File: src/rtl/core/fcgidfr_pkg.sv
`timescale 1ns / 1ps

package fcgidfr_pkg;

  // Record types handled by the deframer
  localparam logic [7:0] KIND_PARAMS = 8'd4;
  localparam logic [7:0] KIND_STDIN  = 8'd5;

  // Header byte positions
  localparam logic [2:0] HDR_KIND     = 3'd1;
  localparam logic [2:0] HDR_IDENT_HI = 3'd2;
  localparam logic [2:0] HDR_IDENT_LO = 3'd3;
  localparam logic [2:0] HDR_LEN_HI   = 3'd4;
  localparam logic [2:0] HDR_LEN_LO   = 3'd5;
  localparam logic [2:0] HDR_PAD      = 3'd6;
  localparam logic [2:0] HDR_LAST     = 3'd7;

  // A long length takes this many bytes after its first one
  localparam logic [1:0] LONG_LEN_MORE = 2'd3;
  localparam logic [6:0] LEN_MASK      = 7'h7f;

  localparam int LEN_W = 31;

  typedef enum logic [2:0] {
    ROLE_NAME  = 3'd0,
    ROLE_VALUE = 3'd1,
    ROLE_BODY  = 3'd2,
    ROLE_EMPTY = 3'd3,
    ROLE_PEND  = 3'd4,
    ROLE_SEND  = 3'd5,
    ROLE_TRUNC = 3'd6
  } role_t;

  typedef enum logic [2:0] {
    PH_NLEN      = 3'd0,
    PH_NLEN_MORE = 3'd1,
    PH_VLEN      = 3'd2,
    PH_VLEN_MORE = 3'd3,
    PH_NAME      = 3'd4,
    PH_VALUE     = 3'd5,
    PH_DROP      = 3'd6
  } phase_t;

  typedef struct packed {
    logic        valid;
    logic [7:0]  data;
    role_t       role;
    logic        pend;
    logic [15:0] ident;
    logic        done;
  } result_t;

endpackage

File: src/rtl/core/fcgidfr_core.sv
`timescale 1ns / 1ps

// Deframer state and the per-byte step. One byte per step, result is combinational.
module fcgidfr_core (
  input  logic                    clk,
  input  logic                    rst,
  input  logic                    step,
  input  logic [7:0]              b,
  output fcgidfr_pkg::result_t    res
);

  logic [2:0]                    header_count, header_count_next;
  logic [7:0]                    record_kind, record_kind_next;
  logic [15:0]                   record_ident, record_ident_next;
  logic [15:0]                   content_left, content_left_next;
  logic [7:0]                    padding_left, padding_left_next;
  fcgidfr_pkg::phase_t           pair_phase, pair_phase_next;
  logic [1:0]                    length_bytes_left, length_bytes_left_next;
  logic [fcgidfr_pkg::LEN_W-1:0] length_accum, length_accum_next;
  logic [fcgidfr_pkg::LEN_W-1:0] name_left, name_left_next;
  logic [fcgidfr_pkg::LEN_W-1:0] value_left, value_left_next;
  logic                          params_seen_end, params_seen_end_next;
  logic                          stdin_seen_end, stdin_seen_end_next;
  logic [15:0]                   held_ident, held_ident_next;

  logic                          is_header;
  logic [15:0]                   rem;
  logic                          len_complete;
  logic                          is_name;
  logic                          trunc;
  logic                          done;
  logic [fcgidfr_pkg::LEN_W-1:0] len_val;
  logic [fcgidfr_pkg::LEN_W:0]   pair_total;
  logic [1:0]                    lbl_dec;

  always_comb begin
    header_count_next      = header_count;
    record_kind_next       = record_kind;
    record_ident_next      = record_ident;
    content_left_next      = content_left;
    padding_left_next      = padding_left;
    pair_phase_next        = pair_phase;
    length_bytes_left_next = length_bytes_left;
    length_accum_next      = length_accum;
    name_left_next         = name_left;
    value_left_next        = value_left;
    params_seen_end_next   = params_seen_end;
    stdin_seen_end_next    = stdin_seen_end;
    held_ident_next        = held_ident;

    res          = '0;
    res.role     = fcgidfr_pkg::ROLE_NAME;
    len_complete = 1'b0;
    trunc        = 1'b0;
    done         = 1'b0;
    len_val      = '0;
    pair_total   = '0;
    lbl_dec      = length_bytes_left - 2'd1;
    is_name      = (pair_phase == fcgidfr_pkg::PH_NLEN) ||
                   (pair_phase == fcgidfr_pkg::PH_NLEN_MORE);
    rem          = content_left - 16'd1;
    is_header    = (header_count != 3'd0) || (content_left == 16'd0 && padding_left == 8'd0);

    if (is_header) begin
      header_count_next = header_count + 3'd1;
      unique case (header_count)
        fcgidfr_pkg::HDR_KIND:     record_kind_next = b;
        fcgidfr_pkg::HDR_IDENT_HI: record_ident_next = {b, 8'd0};
        fcgidfr_pkg::HDR_IDENT_LO: record_ident_next = {record_ident[15:8], b};
        fcgidfr_pkg::HDR_LEN_HI:   content_left_next = {b, 8'd0};
        fcgidfr_pkg::HDR_LEN_LO:   content_left_next = {content_left[15:8], b};
        fcgidfr_pkg::HDR_PAD:      padding_left_next = b;
        fcgidfr_pkg::HDR_LAST: begin
          pair_phase_next        = fcgidfr_pkg::PH_NLEN;
          length_bytes_left_next = 2'd0;
          length_accum_next      = '0;
          name_left_next         = '0;
          value_left_next        = '0;
          if (held_ident == 16'd0) begin
            held_ident_next = record_ident;
          end
          if (content_left == 16'd0 &&
              (record_kind == fcgidfr_pkg::KIND_PARAMS ||
               record_kind == fcgidfr_pkg::KIND_STDIN)) begin
            if (record_kind == fcgidfr_pkg::KIND_PARAMS) begin
              params_seen_end_next = 1'b1;
              res.role             = fcgidfr_pkg::ROLE_PEND;
            end else begin
              stdin_seen_end_next  = 1'b1;
              res.role             = fcgidfr_pkg::ROLE_SEND;
            end
            done      = params_seen_end_next && stdin_seen_end_next;
            res.valid = 1'b1;
            res.done  = done;
            res.ident = held_ident_next;
            if (done) begin
              params_seen_end_next = 1'b0;
              stdin_seen_end_next  = 1'b0;
              held_ident_next      = 16'd0;
            end
          end
        end
        default: ;
      endcase
    end else if (content_left != 16'd0) begin
      content_left_next = rem;
      if (record_kind == fcgidfr_pkg::KIND_PARAMS) begin
        unique case (pair_phase)
          fcgidfr_pkg::PH_NLEN, fcgidfr_pkg::PH_VLEN: begin
            if (b[7]) begin
              if (rem < 16'd3) begin
                trunc = 1'b1;
              end else begin
                length_accum_next      = {24'd0, b[6:0] & fcgidfr_pkg::LEN_MASK};
                length_bytes_left_next = fcgidfr_pkg::LONG_LEN_MORE;
                pair_phase_next        = (pair_phase == fcgidfr_pkg::PH_NLEN) ?
                                         fcgidfr_pkg::PH_NLEN_MORE :
                                         fcgidfr_pkg::PH_VLEN_MORE;
              end
            end else begin
              len_val           = {23'd0, b};
              length_accum_next = len_val;
              len_complete      = 1'b1;
            end
          end
          fcgidfr_pkg::PH_NLEN_MORE, fcgidfr_pkg::PH_VLEN_MORE: begin
            len_val                = {length_accum[22:0], b};
            length_accum_next      = len_val;
            length_bytes_left_next = lbl_dec;
            len_complete           = (lbl_dec == 2'd0);
          end
          fcgidfr_pkg::PH_NAME: begin
            name_left_next = name_left - 31'd1;
            res.valid      = 1'b1;
            res.data       = b;
            res.role       = fcgidfr_pkg::ROLE_NAME;
            res.ident      = held_ident;
            if (name_left_next == '0) begin
              if (value_left == '0) begin
                pair_phase_next = fcgidfr_pkg::PH_NLEN;
                res.pend        = 1'b1;
              end else begin
                pair_phase_next = fcgidfr_pkg::PH_VALUE;
              end
            end
          end
          fcgidfr_pkg::PH_VALUE: begin
            value_left_next = value_left - 31'd1;
            res.valid       = 1'b1;
            res.data        = b;
            res.role        = fcgidfr_pkg::ROLE_VALUE;
            res.ident       = held_ident;
            if (value_left_next == '0) begin
              pair_phase_next = fcgidfr_pkg::PH_NLEN;
              res.pend        = 1'b1;
            end
          end
          default: ;
        endcase

        if (len_complete) begin
          if (is_name) begin
            name_left_next  = len_val;
            pair_phase_next = fcgidfr_pkg::PH_VLEN;
            trunc           = (rem == 16'd0);
          end else begin
            value_left_next = len_val;
            pair_total      = {1'b0, name_left} + {1'b0, len_val};
            if (pair_total > {16'd0, rem}) begin
              trunc = 1'b1;
            end else if (name_left == '0 && len_val == '0) begin
              pair_phase_next = fcgidfr_pkg::PH_NLEN;
              res.valid       = 1'b1;
              res.role        = fcgidfr_pkg::ROLE_EMPTY;
              res.pend        = 1'b1;
              res.ident       = held_ident;
            end else begin
              pair_phase_next = (name_left != '0) ? fcgidfr_pkg::PH_NAME :
                                                    fcgidfr_pkg::PH_VALUE;
            end
          end
        end

        if (trunc) begin
          pair_phase_next        = fcgidfr_pkg::PH_DROP;
          length_bytes_left_next = 2'd0;
          res.valid              = 1'b1;
          res.data               = 8'd0;
          res.role               = fcgidfr_pkg::ROLE_TRUNC;
          res.pend               = 1'b0;
          res.ident              = held_ident;
        end
      end else if (record_kind == fcgidfr_pkg::KIND_STDIN) begin
        res.valid = 1'b1;
        res.data  = b;
        res.role  = fcgidfr_pkg::ROLE_BODY;
        res.ident = held_ident;
      end
    end else begin
      padding_left_next = padding_left - 8'd1;
    end

    if (!step) begin
      res.valid = 1'b0;
    end
  end

  always_ff @(posedge clk) begin
    if (rst) begin
      header_count      <= 3'd0;
      record_kind       <= 8'd0;
      record_ident      <= 16'd0;
      content_left      <= 16'd0;
      padding_left      <= 8'd0;
      pair_phase        <= fcgidfr_pkg::PH_NLEN;
      length_bytes_left <= 2'd0;
      length_accum      <= '0;
      name_left         <= '0;
      value_left        <= '0;
      params_seen_end   <= 1'b0;
      stdin_seen_end    <= 1'b0;
      held_ident        <= 16'd0;
    end else if (step) begin
      header_count      <= header_count_next;
      record_kind       <= record_kind_next;
      record_ident      <= record_ident_next;
      content_left      <= content_left_next;
      padding_left      <= padding_left_next;
      pair_phase        <= pair_phase_next;
      length_bytes_left <= length_bytes_left_next;
      length_accum      <= length_accum_next;
      name_left         <= name_left_next;
      value_left        <= value_left_next;
      params_seen_end   <= params_seen_end_next;
      stdin_seen_end    <= stdin_seen_end_next;
      held_ident        <= held_ident_next;
    end
  end

endmodule

File: src/rtl/core/fastcgi_record_deframer_unit.sv
`timescale 1ns / 1ps

// Byte-serial FastCGI request deframer. One connection byte is taken per
// request on the input channel; each byte produces at most one result on the
// output channel (name/value/body bytes, empty-pair, end and truncation marks).
// Throughput is one byte per clock while the output is not stalled: a byte is
// held in the input register, is parsed by the single-step logic of the core,
// and its result (if any) is registered in the output register, from which it
// is offered.
// The input stalls only when the output register is full and not being taken.
// Record headers (but for the end mark of an empty params or stdin record),
// padding, and records of other types give no result. request_done rises on
// the end mark that completes a request; the held request id and the end flags are then cleared for the next request.
module fastcgi_record_deframer_unit (
  input  logic        clk,
  input  logic        rst,
  input  logic        in_valid,
  output logic        in_ready,
  input  logic [7:0]  stream_byte,
  output logic        out_valid,
  input  logic        out_ready,
  output logic [7:0]  data_byte,
  output logic [2:0]  role,
  output logic        pair_end,
  output logic [15:0] request_ident,
  output logic        request_done
);

  logic                 hold_valid;
  logic [7:0]           hold_byte;
  logic                 proc;
  fcgidfr_pkg::result_t res;
  fcgidfr_pkg::result_t out_q;

  // Parse the held byte when the output slot is free or draining this cycle.
  assign proc     = hold_valid && (!out_valid || out_ready);
  assign in_ready = !hold_valid || proc;

  fcgidfr_core u_core (
    .clk  (clk),
    .rst  (rst),
    .step (proc),
    .b    (hold_byte),
    .res  (res)
  );

  // Input register
  always_ff @(posedge clk) begin
    if (rst) begin
      hold_valid <= 1'b0;
    end else if (in_ready) begin
      hold_valid <= in_valid;
    end
    if (in_valid && in_ready) begin
      hold_byte <= stream_byte;
    end
  end

  // Output register
  always_ff @(posedge clk) begin
    if (rst) begin
      out_valid <= 1'b0;
    end else if (proc && res.valid) begin
      out_valid <= 1'b1;
    end else if (out_ready) begin
      out_valid <= 1'b0;
    end
    if (proc && res.valid) begin
      out_q <= res;
    end
  end

  assign data_byte     = out_q.data;
  assign role          = out_q.role;
  assign pair_end      = out_q.pend;
  assign request_ident = out_q.ident;
  assign request_done  = out_q.done;

endmodule
File: config.mk
export PLATFORM = sky130hd
export DESIGN_NAME = fastcgi_record_deframer_unit
export DESIGN_NICKNAME = d
export VERILOG_FILES = /design/src/rtl/core/fcgidfr_pkg.sv /design/src/rtl/core/fcgidfr_core.sv /design/src/rtl/core/fastcgi_record_deframer_unit.sv
export SDC_FILE = /design/constraint.sdc
export NUM_CORES = 1
export LEC_CHECK = 0
export BUFFER_PORTS_ARGS = -buffer_cell sky130_fd_sc_hd__buf_4
export CAP_MARGIN = 10
export CORE_UTILIZATION = 30
export CTS_CLUSTER_DIAMETER = 150
export CTS_CLUSTER_SIZE = 30
export DETAILED_ROUTE_END_ITERATION = 16
export PLACE_DENSITY = 0.51
export SLEW_MARGIN = 20
export SYNTH_ARGS = -nofsm -noshare
export SYNTH_HDL_FRONTEND = slang
export SYNTH_HIERARCHICAL = 1
export SYNTH_SLANG_ARGS = --single-unit
File: constraint.sdc
create_clock -name clk -period 8.17 [get_ports clk]
set_input_delay 0 -clock clk [delete_from_list [all_inputs] [get_ports clk]]
set_output_delay 0 -clock clk [all_outputs]
set_load 0.1 [all_outputs]
==> results.json <==
{
  "effective_utilization_at_floorplan": 0.3034,
  "timing.hold.ws_ns": 0.1683,
  "final_max_slew_viol_count": 0,
  "cts-htree-levels": 4,
  "ys_seq_elements": 198,
  "die_h_um": 213.3,
  "synth_flop_cell": "sky130_fd_sc_hd__dfxtp_1",
  "core_region_area_um2": 44120,
  "rsz_0062_raised_after_global_routing": "false",
  "largest_family_of_logic_cells_by_synthesized_area": "simple AND/OR/NAND/NOR gates",
  "grt_start_max_net_pins": 86,
  "groute.usage.overall": 0.1972,
  "worst_hold_path_type": "in -> reg",
  "port-buffer-count": 42,
  "layout.nets": 1800,
  "clock_power_share": 0.258,
  "crit_path_max_fanout": 29,
  "worst-endpoint-arrival_ns": 7.02,
  "post-synth-top-area-cell": "sky130_fd_sc_hd__dfxtp_1",
  "wl_per_cell_um": 19.08,
  "switching_share": 0.4258,
  "syn_to_final_growth_pct": 11.53,
  "worstHoldPathCells": 2,
  "leakagePower_uw": 0.005569,
  "finalWirelength_mm": 44.40,
  "fin_skew_ns": 0.01662,
  "netlist-cell-type-count": 80,
  "worst_skew_pair_later_pin_latency_ns": 0.48,
  "critical_path_depth": 22,
  "fraction_of_layout_cells_with_a_size_suffix_above_1": 0.07723,
  "intPower_uw": 2013,
  "worst_path_most_repeated_cell": "sky130_fd_sc_hd__a21oi_1",
  "setup_cp_type": "reg -> reg",
  "globalRoute.totalOverflow": 0,
  "synth_warnings": 6,
  "cts_buffer_depth": 2,
  "antenna_cells": 0,
  "final.min_clock_period_ns": 6.877,
  "p_comb_frac": 0.418,
  "critPathTopFamily": "compound AO/OA/AOI/OAI gates",
  "floorplan.die_area_um2": 45480,
  "cp_cell_sequence": "inv_1, a21oi_1, and2_1, ha_1, a211oi_1, o21ai_0, a21oi_1, o31ai_1, xor2_1, ha_1, nand4_1, nor3_1, a221o_1, o31a_1, nand4b_1, or4_4, or3_4, a41o_4, a21oi_1, nand2_1, nor2b_2, buf_4",
  "edff_count_synth": 37,
  "synth_adder_area_share": 0.06224,
  "synthMuxAreaShare": 0.01953,
  "worstSetupEndpointType": "flop",
  "postRouteAntennaNets": 0,
  "global_route_wire_length_before_repair_mm": 69.77,
  "worst-r2r-cell-count": 22,
  "dpl.hpwl_mm": 31.23,
  "ir_drop_mv": 0.2172,
  "synth.top_cells.by_area": "sky130_fd_sc_hd__dfxtp_1 24%, sky130_fd_sc_hd__edfxtp_1 8.3%, sky130_fd_sc_hd__nor2_1 7.0%",
  "slew-limit-headroom": 0.1375,
  "cts_setup_buffers": 0,
  "top_level_ports": 43,
  "synth.most_common_cell": "sky130_fd_sc_hd__nor2_1",
  "fin_crit_share": 0.8417,
  "totalNegativeSetupSlack_ns": 0,
  "crit_path_start_kind": "flop",
  "cts.sinks": 198,
  "synth.yosys.seq_area_share": 0.3237,
  "antenna_violations_before_repair": 0,
  "dieWidth_um": 213.3,
  "p_sw_uw": 1493,
  "worst_ep_required_time_ns": 8.31,
  "final_setup_violating_endpoints": 0,
  "worstMarginPinSlew_ns": 1.289,
  "post_drt_via_cell_ratio": 5.620,
  "outcome": "finished clean",
  "gp_congestion": 0.8827,
  "postCtsHoldBufs": 11,
  "cts_tree": "yes",
  "max_freq_ghz": 0.1454,
  "post_synthesis_compound_gate_area_fraction": 0.2462,
  "row_count": 77,
  "remaining_drc_errors": 0,
  "share_of_yosys_cell_area_claimed_by_the_top_area_cell_type": 0.2407,
  "max_stage_delay_cell_worst_path": "sky130_fd_sc_hd__a21oi_1",
  "cts.repair.resized": 0,
  "synthesis.area_per_instance_um2": 7.663,
  "post_synth_and_or_nand_nor_area_fraction": 0.2550,
  "synthesis.nets": 1825,
  "first_global_vias": 12132,
  "fin_total_pwr_uw": 3505,
  "power.density_cell_area_nw_per_um2": 234.7,
  "synth_async_sr_flop_share": 0,
  "drv.max_cap_violation_count": 0,
  "yosys.area_share.xor_xnor": 0.04252,
  "hold_viol": 0,
  "drt_iter0_drc": 1082,
  "cts_root_buf": "sky130_fd_sc_hd__clkbuf_16",
  "most_used_standard_cells_in_the_synthesized_netlist": "251 x sky130_fd_sc_hd__nor2_1, 161 x sky130_fd_sc_hd__dfxtp_1, 155 x sky130_fd_sc_hd__nand2_1, 128 x sky130_fd_sc_hd__a21oi_1, 105 x sky130_fd_sc_hd__clkbuf_1",
  "postSynthCellCount": 1747,
  "part_of_the_total_power_dissipated_in_sequential_elements": 0.323,
  "critPathBufInv": 2,
  "clock_pin_slew_worst_setup_and_hold_paths_ns": 0.08,
  "route.vias.total": 13078,
  "cts_made_buffers": 17,
  "drtPass1Iterations": 7,
  "synthesis.area_um2": 13390,
  "critPathMaxStageDelay_ns": 0.65
}
-- flip-flops by register name, indices dropped and copies added, names as in the netlist, 16 cells and up --
register             cells
u_core/held_ident       16
u_core/value_left       31
u_core/length_accum     23
u_core/content_left     16
u_core/name_left        31
u_core/record_ident     16
request_ident           16
-- cell families after synthesis --
logic type | count (synthesis)
adder cells (fa/ha/maj) | 66
multiplexers | 26
AO/OA/AOI/OAI | 507
buffers and inverters | 175
XOR/XNOR | 65
flip-flops | 198
AND/OR/NAND/NOR | 710
-- area by class of cell --
type,instances,area [µm²]
inverters,51,191.4
repair buffers,80,628.1
clock buffers,17,425.4
multi-input cells,1374,8404
flip-flops and latches,198,4334
clock inverters,15,207.7
fillers,4777,29190
well taps,592,740.7
-- through the flow --
stage / instance area [µm²] / util / worst slack, ns / std cells
6_report: 14930 / 0.3384 / 1.293 / 2327
5_1_grt: 14930 / 0.3384 / 0.7612 / 2327
4_1_cts: 14930 / 0.3383 / 1.298 / 2327
3_5_place_dp: 14180 / 0.3214 / 1.332 / 2284
3_3_place_gp: 14170 / 0.3212 / 1.440 / 2283
2_1_floorplan: 13390 / - / 1.050 / 1747
-- cells in the final DEF, fill, tap and decap left out, drive strengths merged, types with 23 or more instances in the layout --
cell type	n
nor2	251
dfxtp	161
nand2	155
a21oi	138
o21ai	99
buf	69
a22oi	68
ha	65
inv	57
nor3	55
nand3	46
xnor2	41
nor4	41
a31oi	40
edfxtp	37
and2	35
a211oi	33
nand4	30
mux2i	25
xor2	24
o211ai	23
-- worst paths after layout --
path	to	startpoint	slack, ns
max	request_ident[9]	u_core/pair_phase[0]	1.29
min	u_core/record_ident[5]	rst	0.17
max reg2reg	request_ident[9]	u_core/pair_phase[0]	1.29
min reg2reg	u_core/value_left[17]	u_core/value_left[17]	0.48
-- per-layer routing --
layer,wire [µm],part of all wire,GRT usage,up-vias
li1,-,-,-,6349
met1,21760,0.49,0.2817,6330
met2,19800,0.45,0.3046,343
met3,2144,0.048,0.03236,56
met4,699,0.016,0.05197,0
met5,0,0,0,-
-- power groups by stage --
stage	registers, µW	clock network, µW	logic, µW
2_1_floorplan	1120	0	1080
3_3_place_gp	1150	0	1410
3_5_place_dp	1150	0	1440
4_1_cts	1130	934	1450
5_1_grt	1150	969	1630
6_report	1130	905	1470
Power figures use the tool's default switching activity.
